## config.mk

```make
export PLATFORM = sky130hd
export DESIGN_NAME = ts_section_packetizer_top
export DESIGN_NICKNAME = d
export VERILOG_FILES = /design/src/rtl/tsp_pkg.sv /design/src/rtl/tsp_csr.sv /design/src/rtl/tsp_front.sv /design/src/rtl/tsp_queue.sv /design/src/rtl/tsp_back.sv /design/src/rtl/ts_section_packetizer_top.sv
export SDC_FILE = /design/constraint.sdc
export NUM_CORES = 1
export LEC_CHECK = 0
export ABC_AREA = 1
export BUFFER_PORTS_ARGS = -buffer_cell sky130_fd_sc_hd__buf_2
export CAP_MARGIN = 10
export CORE_AREA = 2 2 162 164
export DETAILED_ROUTE_END_ITERATION = 16
export DIE_AREA = 0 0 164 166
export GPL_ROUTABILITY_DRIVEN = 1
export PLACE_DENSITY = 0.65
export SKIP_LAST_GASP = 1
export SLEW_MARGIN = 20
export SYNTH_ARGS = -nofsm -noshare
export SYNTH_HDL_FRONTEND = slang
export SYNTH_SLANG_ARGS = --single-unit
```

## constraint.sdc

```tcl
create_clock -name clock -period 9.3 [get_ports clock]
set_input_delay 0.465 -clock clock [delete_from_list [all_inputs] [get_ports clock]]
set_output_delay 0.465 -clock clock [all_outputs]
set_load 0.01 [all_outputs]
```

## src/rtl/tsp_pkg.sv

```systemverilog
// ----------------------------------------------------------------------------
// Transport stream section packetizer package
// Shared constants, register codes and the types that pass between the parts.
// ----------------------------------------------------------------------------
`default_nettype none

package tsp_pkg;

   localparam int COUNTER_SLOTS = 16;
   localparam int SLOT_W        = $clog2(COUNTER_SLOTS);
   localparam int QUEUE_DEPTH   = 4;
   localparam int QPTR_W        = $clog2(QUEUE_DEPTH);
   localparam int QCNT_W        = $clog2(QUEUE_DEPTH + 1);
   localparam int ADDR_W        = 4;
   localparam int DATA_W        = 32;

   localparam logic [7:0] SYNC_BYTE     = 8'h47;
   localparam logic [7:0] POINTER_BYTE  = 8'h00;
   localparam logic [7:0] PAD_BYTE      = 8'hFF;
   localparam logic [7:0] PAYLOAD_BYTES = 8'd184;
   localparam logic [1:0] SCRAMBLE_BITS = 2'b00;

   localparam logic [1:0] REG_PACKET_ID     = 2'd0;
   localparam logic [1:0] REG_PRIORITY_BIT  = 2'd1;
   localparam logic [1:0] REG_FIELD_CONTROL = 2'd2;

   localparam logic [12:0] PACKET_ID_RESET     = 13'd0;
   localparam logic        PRIORITY_BIT_RESET  = 1'b0;
   localparam logic [1:0]  FIELD_CONTROL_RESET = 2'd1;

   typedef struct packed {
      logic [12:0] packet_id;
      logic        priority_bit;
      logic [1:0]  field_control;
   } cfg_type;

   // One accepted transaction, classified by the front part.
   typedef struct packed {
      logic       hdr;
      logic       start;
      logic       ptr;
      logic [3:0] cc;
      logic [7:0] data;
      logic       eop;
      logic       pad;
      logic [7:0] rep;
   } desc_type;

   typedef struct packed {
      logic full;
      logic empty;
   } qstat_type;

endpackage

`default_nettype wire

```

## src/rtl/tsp_csr.sv

```systemverilog
// ----------------------------------------------------------------------------
// Transport stream section packetizer register file
// Holds the PID, priority and adaptation field control registers.
// ----------------------------------------------------------------------------
`default_nettype none

module tsp_csr (
   input  wire logic                         clock,
   input  wire logic                         reset,
   input  wire logic                         psel,
   input  wire logic                         penable,
   input  wire logic                         pwrite,
   input  wire logic [tsp_pkg::ADDR_W-1:0]   paddr,
   input  wire logic [tsp_pkg::DATA_W-1:0]   pwdata,
   output logic      [tsp_pkg::DATA_W-1:0]   prdata,
   output logic                              pready,
   output tsp_pkg::cfg_type                  cfg
);

   tsp_pkg::cfg_type cfg_ff;
   logic             wr_en;
   logic [1:0]       reg_idx;

   assign pready  = 1'b1;
   assign wr_en   = psel && penable && pwrite;
   assign reg_idx = paddr[3:2];
   assign cfg     = cfg_ff;

   always_ff @(posedge clock) begin
      if (reset) begin
         cfg_ff.packet_id     <= tsp_pkg::PACKET_ID_RESET;
         cfg_ff.priority_bit  <= tsp_pkg::PRIORITY_BIT_RESET;
         cfg_ff.field_control <= tsp_pkg::FIELD_CONTROL_RESET;
      end else if (wr_en) begin
         unique case (reg_idx)
            tsp_pkg::REG_PACKET_ID:     cfg_ff.packet_id     <= pwdata[12:0];
            tsp_pkg::REG_PRIORITY_BIT:  cfg_ff.priority_bit  <= pwdata[0];
            tsp_pkg::REG_FIELD_CONTROL: cfg_ff.field_control <= pwdata[1:0];
            default: ;
         endcase
      end
   end

   always_comb begin
      prdata = '0;
      unique case (reg_idx)
         tsp_pkg::REG_PACKET_ID:     prdata[12:0] = cfg_ff.packet_id;
         tsp_pkg::REG_PRIORITY_BIT:  prdata[0]    = cfg_ff.priority_bit;
         tsp_pkg::REG_FIELD_CONTROL: prdata[1:0]  = cfg_ff.field_control;
         default: ;
      endcase
   end

endmodule

`default_nettype wire

```

## src/rtl/tsp_front.sv

```systemverilog
// ----------------------------------------------------------------------------
// Transport stream section packetizer front part
// Accepts section bytes, tracks packet position and continuity counters, and
// classifies each transaction into a descriptor for the back part.
// ----------------------------------------------------------------------------
`default_nettype none

module tsp_front (
   input  wire logic                clock,
   input  wire logic                reset,
   input  wire logic                req_valid,
   output logic                     req_stall,
   input  wire logic [3:0]          req_counter_slot,
   input  wire logic [7:0]          req_section_byte,
   input  wire logic                req_first_of_section,
   input  wire logic                req_last_of_section,
   input  wire tsp_pkg::qstat_type  qstat,
   output logic                     push,
   output tsp_pkg::desc_type        desc
);

   logic [7:0]                 pos_ff, pos_in;
   logic [tsp_pkg::SLOT_W-1:0] slot_ff, slot_in;
   logic [3:0]                 cc_ff [tsp_pkg::COUNTER_SLOTS];
   logic [tsp_pkg::SLOT_W-1:0] slot_use;
   logic                       open;
   logic                       opening;
   logic [7:0]                 pos_base;
   logic [7:0]                 pos_new;
   logic                       full_pkt;

   assign req_stall = qstat.full;
   assign push      = req_valid && !qstat.full;
   assign open      = (pos_ff != 8'd0);
   assign opening   = !open && req_first_of_section;
   assign slot_use  = opening ? req_counter_slot[tsp_pkg::SLOT_W-1:0] : slot_ff;
   assign pos_base  = open ? pos_ff : {7'd0, opening};
   assign pos_new   = pos_base + 8'd1;
   assign full_pkt  = (pos_new >= tsp_pkg::PAYLOAD_BYTES);

   always_comb begin
      desc.hdr   = !open;
      desc.start = opening;
      desc.ptr   = opening;
      desc.cc    = cc_ff[slot_use];
      desc.data  = req_section_byte;
      desc.eop   = full_pkt;
      desc.pad   = !full_pkt && req_last_of_section;
      desc.rep   = tsp_pkg::PAYLOAD_BYTES - pos_new;
      pos_in     = (full_pkt || req_last_of_section) ? 8'd0 : pos_new;
      slot_in    = slot_use;
   end

   always_ff @(posedge clock) begin
      if (reset) begin
         pos_ff  <= '0;
         slot_ff <= '0;
         for (int i = 0; i < tsp_pkg::COUNTER_SLOTS; i++) begin
            cc_ff[i] <= '0;
         end
      end else if (push) begin
         pos_ff  <= pos_in;
         slot_ff <= slot_in;
         if (!open) begin
            cc_ff[slot_use] <= desc.cc + 4'd1;
         end
      end
   end

endmodule

`default_nettype wire

```

## src/rtl/tsp_queue.sv

```systemverilog
// ----------------------------------------------------------------------------
// Transport stream section packetizer descriptor queue
// A short queue that decouples the front part from the back part.
// ----------------------------------------------------------------------------
`default_nettype none

module tsp_queue (
   input  wire logic              clock,
   input  wire logic              reset,
   input  wire logic              push,
   input  wire tsp_pkg::desc_type push_desc,
   input  wire logic              pop,
   output tsp_pkg::desc_type      head,
   output tsp_pkg::qstat_type     qstat
);

   tsp_pkg::desc_type          mem_ff [tsp_pkg::QUEUE_DEPTH];
   logic [tsp_pkg::QPTR_W-1:0] wr_ptr_ff, rd_ptr_ff;
   logic [tsp_pkg::QCNT_W-1:0] count_ff;
   logic                       do_push, do_pop;

   assign qstat.full  = (count_ff == tsp_pkg::QCNT_W'(tsp_pkg::QUEUE_DEPTH));
   assign qstat.empty = (count_ff == '0);
   assign do_push     = push && !qstat.full;
   assign do_pop      = pop && !qstat.empty;
   assign head        = mem_ff[rd_ptr_ff];

   always_ff @(posedge clock) begin
      if (do_push) begin
         mem_ff[wr_ptr_ff] <= push_desc;
      end
   end

   always_ff @(posedge clock) begin
      if (reset) begin
         wr_ptr_ff <= '0;
         rd_ptr_ff <= '0;
         count_ff  <= '0;
      end else begin
         if (do_push) begin
            wr_ptr_ff <= wr_ptr_ff + 1'b1;
         end
         if (do_pop) begin
            rd_ptr_ff <= rd_ptr_ff + 1'b1;
         end
         unique case ({do_push, do_pop})
            2'b10:   count_ff <= count_ff + 1'b1;
            2'b01:   count_ff <= count_ff - 1'b1;
            default: count_ff <= count_ff;
         endcase
      end
   end

endmodule

`default_nettype wire

```

## src/rtl/tsp_back.sv

```systemverilog
// ----------------------------------------------------------------------------
// Transport stream section packetizer back part
// Steps through each descriptor, emitting header, pointer, data and padding
// results into the output register, one per cycle unless the result channel stalls.
// ----------------------------------------------------------------------------
`default_nettype none

module tsp_back (
   input  wire logic               clock,
   input  wire logic               reset,
   input  wire tsp_pkg::cfg_type   cfg,
   input  wire tsp_pkg::desc_type  head,
   input  wire tsp_pkg::qstat_type qstat,
   output logic                    pop,
   output logic                    rsp_valid,
   input  wire logic               rsp_stall,
   output logic [7:0]              rsp_out_byte,
   output logic [7:0]              rsp_repeat_count,
   output logic                    rsp_end_of_packet,
   output logic                    rsp_end_of_run
);

   typedef enum logic [7:0] {
      ST_START = 8'b0000_0001,
      ST_SYNC  = 8'b0000_0010,
      ST_PIDHI = 8'b0000_0100,
      ST_PIDLO = 8'b0000_1000,
      ST_CC    = 8'b0001_0000,
      ST_PTR   = 8'b0010_0000,
      ST_DATA  = 8'b0100_0000,
      ST_PAD   = 8'b1000_0000
   } step_type;

   step_type   step_ff, step_in, cur, nxt;
   logic       load_ok, fire, last;
   logic [7:0] byte_c, rep_c;
   logic       eop_c;
   logic       valid_ff;
   logic [7:0] byte_ff, rep_ff;
   logic       eop_ff, eor_ff;

   assign load_ok = !valid_ff || !rsp_stall;
   assign fire    = load_ok && !qstat.empty;
   assign pop     = fire && last;

   always_comb begin
      if (step_ff == ST_START) begin
         cur = head.hdr ? ST_SYNC : ST_DATA;
      end else begin
         cur = step_ff;
      end
      byte_c = tsp_pkg::SYNC_BYTE;
      rep_c  = 8'd1;
      eop_c  = 1'b0;
      last   = 1'b0;
      nxt    = ST_START;
      unique case (cur)
         ST_SYNC: begin
            nxt = ST_PIDHI;
         end
         ST_PIDHI: begin
            byte_c = {1'b0, head.start, cfg.priority_bit, cfg.packet_id[12:8]};
            nxt    = ST_PIDLO;
         end
         ST_PIDLO: begin
            byte_c = cfg.packet_id[7:0];
            nxt    = ST_CC;
         end
         ST_CC: begin
            byte_c = {tsp_pkg::SCRAMBLE_BITS, cfg.field_control, head.cc};
            nxt    = head.ptr ? ST_PTR : ST_DATA;
         end
         ST_PTR: begin
            byte_c = tsp_pkg::POINTER_BYTE;
            nxt    = ST_DATA;
         end
         ST_DATA: begin
            byte_c = head.data;
            eop_c  = head.eop;
            last   = !head.pad;
            nxt    = head.pad ? ST_PAD : ST_START;
         end
         ST_PAD: begin
            byte_c = tsp_pkg::PAD_BYTE;
            rep_c  = head.rep;
            eop_c  = 1'b1;
            last   = 1'b1;
         end
         default: begin
            last = 1'b1;
         end
      endcase
      step_in = last ? ST_START : nxt;
   end

   always_ff @(posedge clock) begin
      if (reset) begin
         step_ff  <= ST_START;
         valid_ff <= 1'b0;
      end else begin
         if (fire) begin
            step_ff <= step_in;
         end
         if (load_ok) begin
            valid_ff <= fire;
         end
      end
   end

   always_ff @(posedge clock) begin
      if (fire) begin
         byte_ff <= byte_c;
         rep_ff  <= rep_c;
         eop_ff  <= eop_c;
         eor_ff  <= last;
      end
   end

   assign rsp_valid         = valid_ff;
   assign rsp_out_byte      = byte_ff;
   assign rsp_repeat_count  = rep_ff;
   assign rsp_end_of_packet = eop_ff;
   assign rsp_end_of_run    = eor_ff;

endmodule

`default_nettype wire

```

## src/rtl/ts_section_packetizer_top.sv

```systemverilog
// The first result of a transaction passes through the descriptor queue and the output register.
// The back part emits one result per cycle while the result channel is not stalled; a
// transaction has one result for a plain payload byte and up to seven at a packet start.
// A four-entry descriptor queue lets the input keep running while results are stalled.
// Reset is synchronous and active high; it clears the counters, position and queue.
// ----------------------------------------------------------------------------
// Transport stream section packetizer
// Carries section bytes in 188-byte transport packets with headers, pointer
// byte and padding.
// ----------------------------------------------------------------------------
`default_nettype none

module ts_section_packetizer_top (
   input  wire logic                       clock,
   input  wire logic                       reset,
   input  wire logic                       req_valid,
   output logic                            req_stall,
   input  wire logic [3:0]                 req_counter_slot,
   input  wire logic [7:0]                 req_section_byte,
   input  wire logic                       req_first_of_section,
   input  wire logic                       req_last_of_section,
   output logic                            rsp_valid,
   input  wire logic                       rsp_stall,
   output logic [7:0]                      rsp_out_byte,
   output logic [7:0]                      rsp_repeat_count,
   output logic                            rsp_end_of_packet,
   output logic                            rsp_end_of_run,
   input  wire logic                       psel,
   input  wire logic                       penable,
   input  wire logic                       pwrite,
   input  wire logic [tsp_pkg::ADDR_W-1:0] paddr,
   input  wire logic [tsp_pkg::DATA_W-1:0] pwdata,
   output logic      [tsp_pkg::DATA_W-1:0] prdata,
   output logic                            pready
);

   tsp_pkg::cfg_type   cfg;
   tsp_pkg::desc_type  push_desc, head;
   tsp_pkg::qstat_type qstat;
   logic               push, pop;

   tsp_csr u_csr (
      .clock   (clock),
      .reset   (reset),
      .psel    (psel),
      .penable (penable),
      .pwrite  (pwrite),
      .paddr   (paddr),
      .pwdata  (pwdata),
      .prdata  (prdata),
      .pready  (pready),
      .cfg     (cfg)
   );

   tsp_front u_front (
      .clock                (clock),
      .reset                (reset),
      .req_valid            (req_valid),
      .req_stall            (req_stall),
      .req_counter_slot     (req_counter_slot),
      .req_section_byte     (req_section_byte),
      .req_first_of_section (req_first_of_section),
      .req_last_of_section  (req_last_of_section),
      .qstat                (qstat),
      .push                 (push),
      .desc                 (push_desc)
   );

   tsp_queue u_queue (
      .clock     (clock),
      .reset     (reset),
      .push      (push),
      .push_desc (push_desc),
      .pop       (pop),
      .head      (head),
      .qstat     (qstat)
   );

   tsp_back u_back (
      .clock             (clock),
      .reset             (reset),
      .cfg               (cfg),
      .head              (head),
      .qstat             (qstat),
      .pop               (pop),
      .rsp_valid         (rsp_valid),
      .rsp_stall         (rsp_stall),
      .rsp_out_byte      (rsp_out_byte),
      .rsp_repeat_count  (rsp_repeat_count),
      .rsp_end_of_packet (rsp_end_of_packet),
      .rsp_end_of_run    (rsp_end_of_run)
   );

endmodule

`default_nettype wire

```

# Word level (Yosys, flattened, before mapping)
# Memory sizes are Yosys's and may differ from the RTL's. A register that Yosys moved wholly into a read port is not among the register bits.
# Index checks and enable logic that the tools add are counted.
[word_totals] register_bits=62 mem_bits_rw=164 input_bits=57 output_inout_bits=53 wordCells=93 mem_count=2
[memory_table] name="u_queue.mem_ff" words=4 word_bits=25 read_ports=1 rd_clocked_by_memory_dff=1 wr=1 line="tsp_queue.sv:17" rtl="tsp_pkg::desc_type mem_ff [tsp_pkg::QUEUE_DEPTH];"
[memory_table] name="u_front.cc_ff" words=16 word_bits=4 read_ports=1 rd_clocked_by_memory_dff=0 wr=16 line="tsp_front.sv:24" rtl="logic [3:0] cc_ff [tsp_pkg::COUNTER_SLOTS];"
[classes] addsub=7 n_lt_le_gt_ge=1 eq_ne=13 muxes=29 reduce_logical=27
[op_table] operator="$pmux 8 s6" count=2
[op_table] operator="$mux 8" count=5
[op_table] operator="$mux 7" count=2
[op_table] operator="$mux 4" count=3
[op_table] operator="$mux 11" count=1
[op_table] operator="$logic_and 1x1->1" count=9
[op_table] operator="$mux 1" count=9
[op_table] operator="$add 8x1->8 const B" count=1
[op_table] operator="$eq 8x1->1 const B" count=1
[op_table] operator="$eq 8x2->1 const B" count=1
[op_table] operator="$eq 8x3->1 const B" count=1
[op_table] operator="$eq 8x4->1 const B" count=1
[op_table] operator="$eq 8x5->1 const B" count=1
[op_table] operator="$eq 8x6->1 const B" count=1
[op_table] operator="$eq 8x7->1 const B" count=1
[op_table] operator="$eq 8x8->1 const B" count=1
[op_table] operator="$ge 8x8->1 const B" count=1
[op_table] operator="$reduce_bool 8->1" count=1
[op_table] operator="$sub 8x8->8 const A" count=1
[op_table] operator="$logic_not 1->1" count=7
[op_table] operator="$pmux 1 s2" count=3
[op_table] operator="$pmux 3 s2" count=1
[op_table] operator="$reduce_and 2->1" count=3
[op_table] operator="$reduce_or 5->1" count=1
[op_table] operator="14 further kinds" count=19

# Depth between registers and ports, before layout
# Gate-level depths: netlist (run 1).
[depth] ltp_word=9 depth_mapped=21 ltp_nobuf=20

# Cells and area by module
# Synthesis (run 1) repeated with hierarchy kept, for this count alone.
[unflattened] cells_unflattened=1163 area_unflattened_um2=10847.9
[by_module_without_submodules] module="tsp_front" n_inst=1 cells_each=528 area_each_um2=4256.6 seq_area_each_um2=2162.1
[by_module_without_submodules] module="tsp_queue" n_inst=1 cells_each=312 area_each_um2=4186.5 seq_area_each_um2=3183.1
[by_module_without_submodules] module="tsp_back" n_inst=1 cells_each=163 area_each_um2=1405.1 seq_area_each_um2=700.7
[by_module_without_submodules] module="tsp_csr" n_inst=1 cells_each=160 area_each_um2=999.7 seq_area_each_um2=320.3

# Worst setup path before layout (run 1)
# No wires, ideal clock.
[synth_timing] kind="input-to-reg" from="input rsp_stall" to="register u_queue.count_ff[2] in the netlist's numbering" setup_ps=122 t_arrival_ps=3535 required_ps=9178 slack_ps=5643 cell_stages=14 n_path_buf=0 cell_sequence="nand2_1 > inv_1 > a31oi_1 > inv_1 > nor2_1 > nand2_1 > inv_1 > ha_1 > inv_1 > fa_1 > a21oi_1 > o21ai_0 > o21ai_0 > a21oi_1"
[synth_via] elab_chain_len=7
[synth_rtl] element="start: declaration" line="ts_section_packetizer_top.sv:23" rtl="input wire logic rsp_stall,"
[synth_rtl] element="$logic_not 1->1 *" line="tsp_back.sv:42" rtl="assign load_ok = !valid_ff || !rsp_stall;"
[synth_rtl] element="$logic_or 1x1->1 *" line="tsp_back.sv:42"
[synth_rtl] element="$logic_and 1x1->1 *" line="tsp_back.sv:43" rtl="assign fire = load_ok && !qstat.empty;"
[synth_rtl] element="named net u_back.fire" line="tsp_back.sv:35" rtl="logic load_ok, fire, last;"
[synth_rtl] element="$logic_and 1x1->1 *" line="tsp_back.sv:44" rtl="assign pop = fire && last;"
[synth_rtl] element="$logic_and 1x1->1 *" line="tsp_queue.sv:25" rtl="assign do_pop = pop && !qstat.empty;"
[synth_rtl] element="named net u_queue.do_pop" line="tsp_queue.sv:20" rtl="logic do_push, do_pop;"
[synth_rtl] element="$eq 2x1->1 / $eq 2x2->1 (equally long branches)" line="tsp_queue.sv:46" rtl="unique case ({do_push, do_pop})"
[synth_rtl] element="$pmux 3 s2 / $reduce_bool 2->1 (equally long branches)"
[synth_rtl] element="end signal: assignment" line="tsp_queue.sv:47" rtl="2'b10: count_ff <= count_ff + 1'b1;"
[synth_rtl] element="end signal: assignment" line="tsp_queue.sv:48" rtl="2'b01: count_ff <= count_ff - 1'b1;"
[synth_rtl] element="end signal: assignment" line="tsp_queue.sv:49" rtl="default: count_ff <= count_ff;"
[synth_rtl] element="end: declaration" line="tsp_queue.sv:19" rtl="logic [tsp_pkg::QCNT_W-1:0] count_ff;"
# The timed path passes the listed nets; every way through them passes the cells marked *.
# A chain may end at the register's enable or synchronous reset.

==> metrics, run 1 <==
DIE WIDTH 164 um; GRT overflow 0; worst-case reg-to-reg path depth 16; die area 27200 um^2; Final Cycle Share 0.448; mean post-synth cell area 9.70 um^2; Core ar. 25600 um^2; max capacitance violation total 0; P_sw 1.14 mW; achievable frequency 240 MHz; HP Class in -> reg; Worst Clk Skew 0.0156 ns; largest net degree at the start of global routing 53; Synth top area share 0.531; reg2reg start u_front.pos_ff[3]$_SDFFE_PP0P_; worst hold endpoint u_queue.mem_ff[3][14]$_DFFE_PP_; asr flop ratio synth 0; setup bufs post-CTS 0; Worst-path clk slew 0.06 ns; Leak Pwr 4.49 nW; vias in the first global route 7011; # setup viols final 0; GPL Wtd Cong 0.813; critical path endpoint category flip-flop; Die Span Y 166 um; share of cells above drive strength 1 0.139; Pint 2.05 mW; clock share of power 0.294; top cells by area, synth edfxtp_1 (53%), dfxtp_1 (9.0%), nand2_1 (8.1%); Clock Sinks 223; #FFs+latches synth 223; clock buffer depth 3; RSZ-0062 raised after global routing false; worst slew pin tran 0.860 ns; status completed; area delta synth->final 13.3%; drt first pass iters 5; Hold Crit Depth 1; I/O pins 110; drt initial violations 669; routed len/inst 15.4 um; Via Count 7339; Crit Path Category reg -> reg; number of remaining DRC errors 0; Final ANT Viol Nets 0; Final Hold Violating Endpoints 0; CP Max Fanout 23; pwr dens 280 nW/um^2; Synthesis Warnings 0; clk root buf clkbuf_16; initial antenna violation count 0; Finished Layout Cells 1450; Syn Inst Count 1037; worst-skew pair later-pin latency 0.53 ns; slew margin rel. 0.422; crit path DAT 4.40 ns; Cell Area, Synth 10100 um^2; Req. time, crit path 9.54 ns; routed wire length 22300 um; post-layout min period 4.17 ns; min-delay src req_section_byte[4]; reg2reg end u_front.cc_ff[6][2]$_SDFFCE_PN0P_; Reg2Reg Setup Slack 5.13 ns; placed cell count 1406; post-DP HPWL 14200 um; vias per cell 5.06; clock tree from TritonCTS built; biggest area consumer among synthesized cells edfxtp_1; aggregate global-route resource usage 0.163; crit path launch type flip-flop; Num CTS Buffers 24; Gate power share 0.298; setup TNS 0 ns; number of flops mapped to enable cells by yosys 178; first-pass GRT wire length 35800 um; Slew Viols, Final 0; sequential share of power 0.408; H-Tree Depth 1; cell row count 59; sequential-to-total area share from yosys stat 0.621; IO buf count 68; Most used DFF post-synth edfxtp_1; Switching Share 0.358; post-CTS resize count 0; Unique masters post-synth 41; initial core utilization 0.393; Antenna diodes 0; Worst VDD drop 148 uV; # hold bufs at CTS 0; Final nets 1161
## state kept, by name, indices dropped and copies added (netlist names), named ones only
register,cells
u_front.slot_ff,4
u_queue.count_ff,3
u_queue.wr_ptr_ff,2
u_back.rsp_valid,1
u_front.cc_ff,64
u_front.pos_ff,8
u_queue.mem_ff,96
u_back.step_ff,7
u_back.rsp_end_of_run,1
u_csr.cfg,16
u_back.rsp_repeat_count,8
u_queue.rd_ptr_ff,2
u_back.rsp_out_byte,8
u_back.rsp_end_of_packet,1
## worst max-delay path, cell delays in order, from the launching register on
cell and delay (ns):
dfxtp_1 0.46, nor2_4 0.17, nand2_2 0.08, nor2_4 0.29, nand3_1 0.55, nand2_2 0.52, nand2_1 0.10, nand2_1 0.10
nand2_1 0.05, nand2_1 0.09, nand2_1 0.05, nand2_1 0.09, inv_2 0.04, nand2_4 0.25, ha_1 0.31, xor2_4 0.63
nor2_1 0.09
## cells in the final DEF (no fill, tap or decap), types with 5 or more instances in the layout
cell	count
a211oi_1	6
o22ai_1	7
nand3_1	71
clkbuf_8	5
xor2_1	6
ha_1	6
clkbuf_16	24
clkbuf_1	5
inv_1	79
dfxtp_1	45
nor3_1	10
o21ai_0	75
buf_2	68
buf_4	11
nand2_1	216
nor2_2	17
nand2_2	7
nand4_1	5
clkinv_1	6
a21oi_1	55
edfxtp_1	178
conb_1	20
nor2_1	154
## synth_stat cells, types with 4 or more instances
library cell,count
clkbuf_1,26
nor2_2,12
buf_4,23
a211oi_1,6
nor2_1,159
buf_2,6
nand2_1,216
a21oi_1,55
nand3_1,71
o22ai_1,7
buf_6,7
nand4_1,5
nor2_4,4
o21ai_0,75
inv_1,79
dfxtp_1,45
nor3_1,10
nand2_2,7
edfxtp_1,178
xor2_1,6
o2111ai_1,4
ha_1,6
## power by group through the flow
stage | Combinational [mW] | Sequential [mW] | Clock, mW
global placement | 0.931 | 1.32 | 0
floorplan | 0.659 | 1.34 | 0
finish | 0.950 | 1.30 | 0.937
detailed placement | 0.948 | 1.32 | 0
global route | 1.07 | 1.32 | 0.989
CTS | 0.950 | 1.30 | 0.952
## layer usage
layer | vias to the layer above | wire length, um | track usage
li1 | 3571 | - | -
met1 | 3464 | 9690 | 0.219
met2 | 251 | 10600 | 0.271
met3 | 53 | 1430 | 0.0260
met4 | 0 | 644 | 0.0500
met5 | - | 0 | 0
## kinds of logic after synthesis
kind of cell	after synthesis	share of synthesized area
AOI/OAI and AO/OA	159	0.0872
and+or+nand+nor	490	0.204
DFF	223	0.621
xor gates and xnor gates	8	0.00771
other	2	0.000746
adders and majority gates	7	0.00945
buffers and inverters	148	0.0698
## how the worst max path moves through the flow
stage | end | slack [ns] | cells past startpoint | startpoint
finish | u_front.cc_ff[6][2]$_SDFFCE_PN0P_ | 5.13 | 16 | u_front.pos_ff[3]$_SDFFE_PP0P_
global route | u_front.cc_ff[1][2]$_SDFFCE_PN0P_ | 4.80 | 16 | u_front.pos_ff[3]$_SDFFE_PP0P_
CTS | u_front.cc_ff[6][2]$_SDFFCE_PN0P_ | 4.88 | 16 | u_front.pos_ff[3]$_SDFFE_PP0P_
detailed placement | u_front.cc_ff[6][2]$_SDFFCE_PN0P_ | 4.91 | 16 | u_front.pos_ff[3]$_SDFFE_PP0P_
global placement | u_front.cc_ff[5][2]$_SDFFCE_PN0P_ | 5.01 | 17 | u_front.pos_ff[3]$_SDFFE_PP0P_
floorplan | u_queue.count_ff[2]$_SDFFE_PP0P_ | 5.64 | 14 | rsp_stall
## final cells by class
cell class	count	area, um^2
clock buffer	34	688
clock inverter	10	95.1
fill	2380	14200
inverter	85	319
multi-input combinational	684	3210
sequential	223	6250
tap	335	419
timing repair buffer	79	423
## per-stage QoR
stage               worst slack, ns  hold WS (ns)  cell area [um^2]   util  power [mW]
global placement               5.01         0.459             10600  0.414        2.25
CTS                            4.88         0.139             11400  0.445        3.21
global route                   4.80         0.149             11400  0.445        3.38
floorplan                      5.64         0.439             10100      -        2.00
detailed placement             4.91         0.467             10600  0.414        2.27
finish                         5.13         0.154             11400  0.445        3.19
Note: power is estimated with default switching activity, not from simulation.
==> run 2, diff against run 1 <==
- PLACE_DENSITY: 0.65 -> 0.67
- clock period: 9.3 -> 3.8 ns (I/O delays scaled with it)
==> run 2 against run 1 <==
Combinational power grew to 2.6 times the previous value. Clock skew grew 0.0029 ns. Critical path type unchanged. Non-clock buffer count grew 38. Register-to-register slack lost 4.6 ns. Critical endpoint is now u_front.cc_ff[0][1]$_SDFFCE_PN0P_. Sequential power grew 150%. Final cell count grew 2.6%. Sequential share of layout area shrank 1.5 points. Utilization grew 1.2 points. Critical path depth grew 1. Worst setup slack lost 4.6 ns.
==> metrics, run 2 (synthesis results as in run 1) <==
reg2reg start u_front.pos_ff[3]$_SDFFE_PP0P_; Multi-input gate area 3200 um^2; reg2reg end u_front.cc_ff[0][1]$_SDFFCE_PN0P_; Leak Pwr 4.66 nW; vias in the first global route 7072; # setup viols final 0; Antenna diodes 0; IO buf count 68; share of cells above drive strength 1 0.148; Finished Cell Area 11700 um^2; slew margin rel. 0.505; sequential share of power 0.406; Final nets 1199; status completed; I/O pins 110; area delta synth->final 16.5%; pre-CTS setup slack 0.586 ns; H-Tree Depth 1; FF+latch area 6250 um^2; most frequent cells in the layout nand2_1 (216), edfxtp_1 (178), nor2_1 (155), inv_1 (79), o21ai_0 (75); Worst VDD drop 436 uV; cell row count 59; setup TNS 0 ns; most common cell after layout, fill and taps aside nand2_1; worst slew pin tran 0.737 ns; Final ANT Viol Nets 0; HP Class in -> reg; die area 27200 um^2; max capacitance violation total 0; Die Span Y 166 um; post-CTS resize count 0; GRT overflow 0; Req. time, crit path 4.06 ns; Gate power share 0.309; critical path endpoint category flip-flop; number of remaining DRC errors 0; aggregate global-route resource usage 0.162; Final Hold Violating Endpoints 0; Crit Path Category reg -> reg; Placement Cell Area 10700 um^2; clock buffer depth 3; Core ar. 25600 um^2; drt initial violations 510; Setup crit start u_front.pos_ff[3]$_SDFFE_PP0P_; end of the critical path u_front.cc_ff[0][1]$_SDFFCE_PN0P_; vias per cell 4.92; pwr dens 673 nW/um^2; clk root buf clkbuf_16; Worst-path clk slew 0.06 ns; post-layout min period 3.22 ns; largest net degree at the start of global routing 41; GPL Wtd Cong 0.817; Pint 5.12 mW; first-pass GRT wire length 35600 um; Num CTS Buffers 24; DIE WIDTH 164 um; RSZ-0062 raised after global routing false; crit path DAT 3.48 ns; worst-case reg-to-reg path depth 17; initial core utilization 0.393; Via Count 7321; clock tree from TritonCTS built; P_sw 2.77 mW; achievable frequency 311 MHz; Final Util 0.458; drt first pass iters 5; Reg2Reg Setup Slack 0.58 ns; max FFs per register 96; routed wire length 22400 um; Switching Share 0.351; crit path launch type flip-flop; Worst Clk Skew 0.0185 ns; clock share of power 0.285; Slew Viols, Final 0; CP Max Fanout 22; Largest Register u_queue.mem_ff; routed len/inst 15.0 um; min-delay src rsp_stall; post-DP HPWL 14400 um; Clock Sinks 223; slack of the critical path 0.583 ns; initial antenna violation count 0; worst-skew pair later-pin latency 0.52 ns; Final Cycle Share 0.847; filler instances 2351
run 2: metal layers:
layer	track usage	wire (um)	share of wire
met1	0.202	9580	0.43
met2	0.286	11000	0.49
met3	0.0240	1060	0.047
met4	0.0572	698	0.031
met5	0	0	0
run 2: power groups by stage:
| stage | Sequential (mW) | Clock (mW) | Combinational [mW] |
|---|---|---|---|
| after floorplan | 3.28 | 0 | 1.61 |
| after global placement | 3.24 | 0 | 2.38 |
| after detailed placement | 3.25 | 0 | 2.41 |
| after CTS | 3.20 | 2.29 | 2.44 |
| after global routing | 3.23 | 2.38 | 2.72 |
| final | 3.20 | 2.25 | 2.43 |
run 2: how the worst min path moves through the flow:
stage / endpoint / slack [ns] / depth (start not counted)
after floorplan: u_queue.mem_ff[0][10]$_DFFE_PP_ / 0.29 / 0
after global placement: u_queue.mem_ff[1][15]$_DFFE_PP_ / 0.41 / 1
after detailed placement: u_queue.mem_ff[1][12]$_DFFE_PP_ / 0.42 / 1
after CTS: u_back.step_ff[2]$_SDFFE_PP0P_ / 0.03 / 2
after global routing: u_queue.count_ff[1]$_SDFFE_PP0P_ / 0.05 / 2
final: u_back.rsp_valid$_SDFFE_PP0N_ / 0.04 / 5
run 2: critical path, cell delays in order (launching register included):
cell     delay, ns
dfxtp_1       0.45
nor2_4        0.16
nand2_2       0.07
nor2_4        0.25
nand3_1       0.17
nand2_2       0.39
nand2_1       0.10
nand2_1       0.08
nand2_1       0.04
nand2_1       0.09
nand2_1       0.06
nand2_1       0.09
inv_1         0.04
nand2_1       0.17
ha_1          0.27
inv_1         0.23
buf_4         0.22
nor2_1        0.06
run 2: final cells by class:
| cell class | count | area share |
|---|---|---|
| tap | 335 | 0.0358 |
| clock inverter | 9 | 0.00715 |
| inverter | 85 | 0.0272 |
| multi-input combinational | 684 | 0.273 |
| timing repair buffer | 117 | 0.0651 |
| clock buffer | 35 | 0.0590 |
| sequential | 223 | 0.533 |
run 2: per-stage QoR:
| stage | total power, mW | hold slack [ns] | cells |
|---|---|---|---|
| 3_5_place_dp | 5.67 | 0.417 | 1422 |
| 3_3_place_gp | 5.62 | 0.410 | 1422 |
| 2_1_floorplan | 4.89 | 0.289 | 1055 |
| 6_report | 7.89 | 0.0374 | 1488 |
| 4_1_cts | 7.94 | 0.0258 | 1488 |
| 5_1_grt | 8.33 | 0.0480 | 1488 |
run 2: timing repair:
item,in CTS,in global routing
endpoints found under the hold margin,48,0
buffers inserted,0,0
hold buffers,22,0
setup endpoints to repair,0,0
==> run 3, diff against run 2 <==
- clock period: 3.8 -> 2.6 ns (I/O delays scaled with it)
==> run 3 against run 2 <==
The run now ends with negative setup slack left. Fmax grew 18%. Via count rose by 5.9%. Count of clock-buffer cells in the layout is 8 lower. Clock power is 42% higher. Die area unchanged. Critical path type unchanged.
==> metrics, run 3 (synthesis results as in run 1) <==
drt initial violations 650; routed len/inst 15.4 um; pwr dens 1020 nW/um^2; GRT overflow 0; Final Util 0.496; # setup viols final 18; Clock Sinks 223; Largest Register u_queue.mem_ff; cell row count 59; post-layout min period 2.73 ns; area delta synth->final 26.2%; Final ANT Viol Nets 0; Crit Path Category reg -> reg; critical path endpoint category flip-flop; slew margin rel. 0.588; aggregate global-route resource usage 0.169; hold slack 0.0311 ns; Leak Pwr 5.08 nW; Final Hold Violating Endpoints 0; RSZ-0062 raised after global routing true; most common cell after layout, fill and taps aside nand2_1; DIE WIDTH 164 um; achievable frequency 366 MHz; CP Max Fanout 4; total power 13.0 mW; initial antenna violation count 0; Max stage delay on crit path 0.42 ns; Via Count 7753; IO buf count 68; worst-skew pair later-pin latency 0.53 ns; most frequent cells in the layout nand2_1 (199), edfxtp_1 (178), nor2_1 (142), buf_4 (82), o21ai_0 (73); vias in the first global route 7429; die area 27200 um^2; crit path DAT 3.18 ns; number of remaining DRC errors 0; GPL Wtd Cong 0.874; Die Span Y 166 um; Hold Crit Depth 3; Crit-path slowest cell fa_2; drt first pass iters 5; status finished, violations left; Worst-path clk slew 0.06 ns; HP Class in -> reg; share of cells above drive strength 1 0.240; clock buffer depth 3; clk root buf clkbuf_16; slack of the critical path -0.131 ns; Num CTS Buffers 24; Worst VDD drop 669 uV; Placement Cell Area 11300 um^2; max capacitance violation total 0; largest net degree at the start of global routing 41; vias per cell 4.97; Final nets 1272; routed wire length 24000 um; crit path launch type flip-flop; clock tree from TritonCTS built; Worst Clk Skew 0.0211 ns; failing checks negative setup slack; first-pass GRT wire length 36900 um; Finished Cell Area 12700 um^2; worst-case reg-to-reg path depth 19; initial core utilization 0.393; Req. time, crit path 3.05 ns; Final Cycle Share 1.05; Slew Viols, Final 0; Top cell by count, worst path nand2_2; post-DP HPWL 15300 um; I/O pins 110; worst slew pin tran 0.617 ns; H-Tree Depth 1; CP Cell Sequence nor2_4 > nand2_2 > nor4_4 > buf_4 > nand2_1 > nand2_2 > nand2_2 > nor2_2 > nand2_2 > a21oi_4 > nor2_2 > nand2_1 > inv_1 > ha_2 > inv_2 > fa_2 > nor2_1 > a21oi_1 > nor2_1; Core ar. 25600 um^2; max FFs per register 96; Antenna diodes 0
## run 3: cell types whose count changed in the layout (fill, tap and decap cells not counted), moves of 6 or more
cell / before / now
inv_2: 3 / 9
nor2_1: 155 / 142
inv_1: 79 / 72
buf_4: 27 / 82
buf_12: 0 / 6
nor2_4: 4 / 21
buf_6: 0 / 6
nand2_1: 216 / 199
nand2_2: 7 / 19
## run 3: path summary, 6_finish.rpt
check	startpoint	to	slack, ns
min	req_last_of_section	u_queue.mem_ff[0][8]$_DFFE_PP_	0.03
max reg2reg	u_back.step_ff[7]$_SDFFE_PP0P_	u_queue.count_ff[1]$_SDFFE_PP0P_	-0.13
max	u_back.step_ff[7]$_SDFFE_PP0P_	u_queue.count_ff[1]$_SDFFE_PP0P_	-0.13
min reg2reg	u_csr.cfg[11]$_SDFFE_PP0P_	u_csr.cfg[11]$_SDFFE_PP0P_	0.49
## run 3: worst max-delay path, delay by kind of cell (launching register included)
kind            cells  cell delay (ns)
flops               1             0.33
simple gates       12             1.25
buf+inv             3             0.27
fa+ha+maj           2             0.58
compound gates      2             0.20
## run 3: what timing repair did
item	4_1_cts	5_1_grt
hold endpoints to repair	54	0
hold buffers	25	0
pin swaps	0	28
gates resized for setup	11	67
setup endpoints to repair	3	63
buffers inserted	4	10
gates cloned	0	3
## run 3: layer usage
metal	GRT usage	share of wire	vias up
met5	0	0	-
li1	-	-	3801
met1	0.213	0.41	3658
met4	0.0481	0.023	0
met3	0.0235	0.055	45
met2	0.303	0.51	249
## run 3: metrics by stage
step	setup slack, ns	cells	TNS, ns
CTS	-0.0639	1548	-0.0639
finish	-0.131	1561	-0.848
global route	-0.333	1561	-5.28
global placement	-0.0735	1475	-0.127
floorplan	-0.0152	1055	-1.50
detailed placement	-0.164	1475	-0.290
## run 3: final cells by class
class,instances,area [um^2]
repair buffers,190,1470
multi-input cells,684,3490
clock inverters,17,133
clock buffers,27,612
well taps,335,419
fillers,2307,12900
inverters,85,323
flip-flops and latches,223,6250
## run 3: power by group
part	internal (mW)	switching, mW	leakage (nW)
Clock	1.81	1.39	0.360
Combinational	1.98	3.14	2.66
Sequential	4.51	0.147	2.06
Total	8.30	4.67	5.08
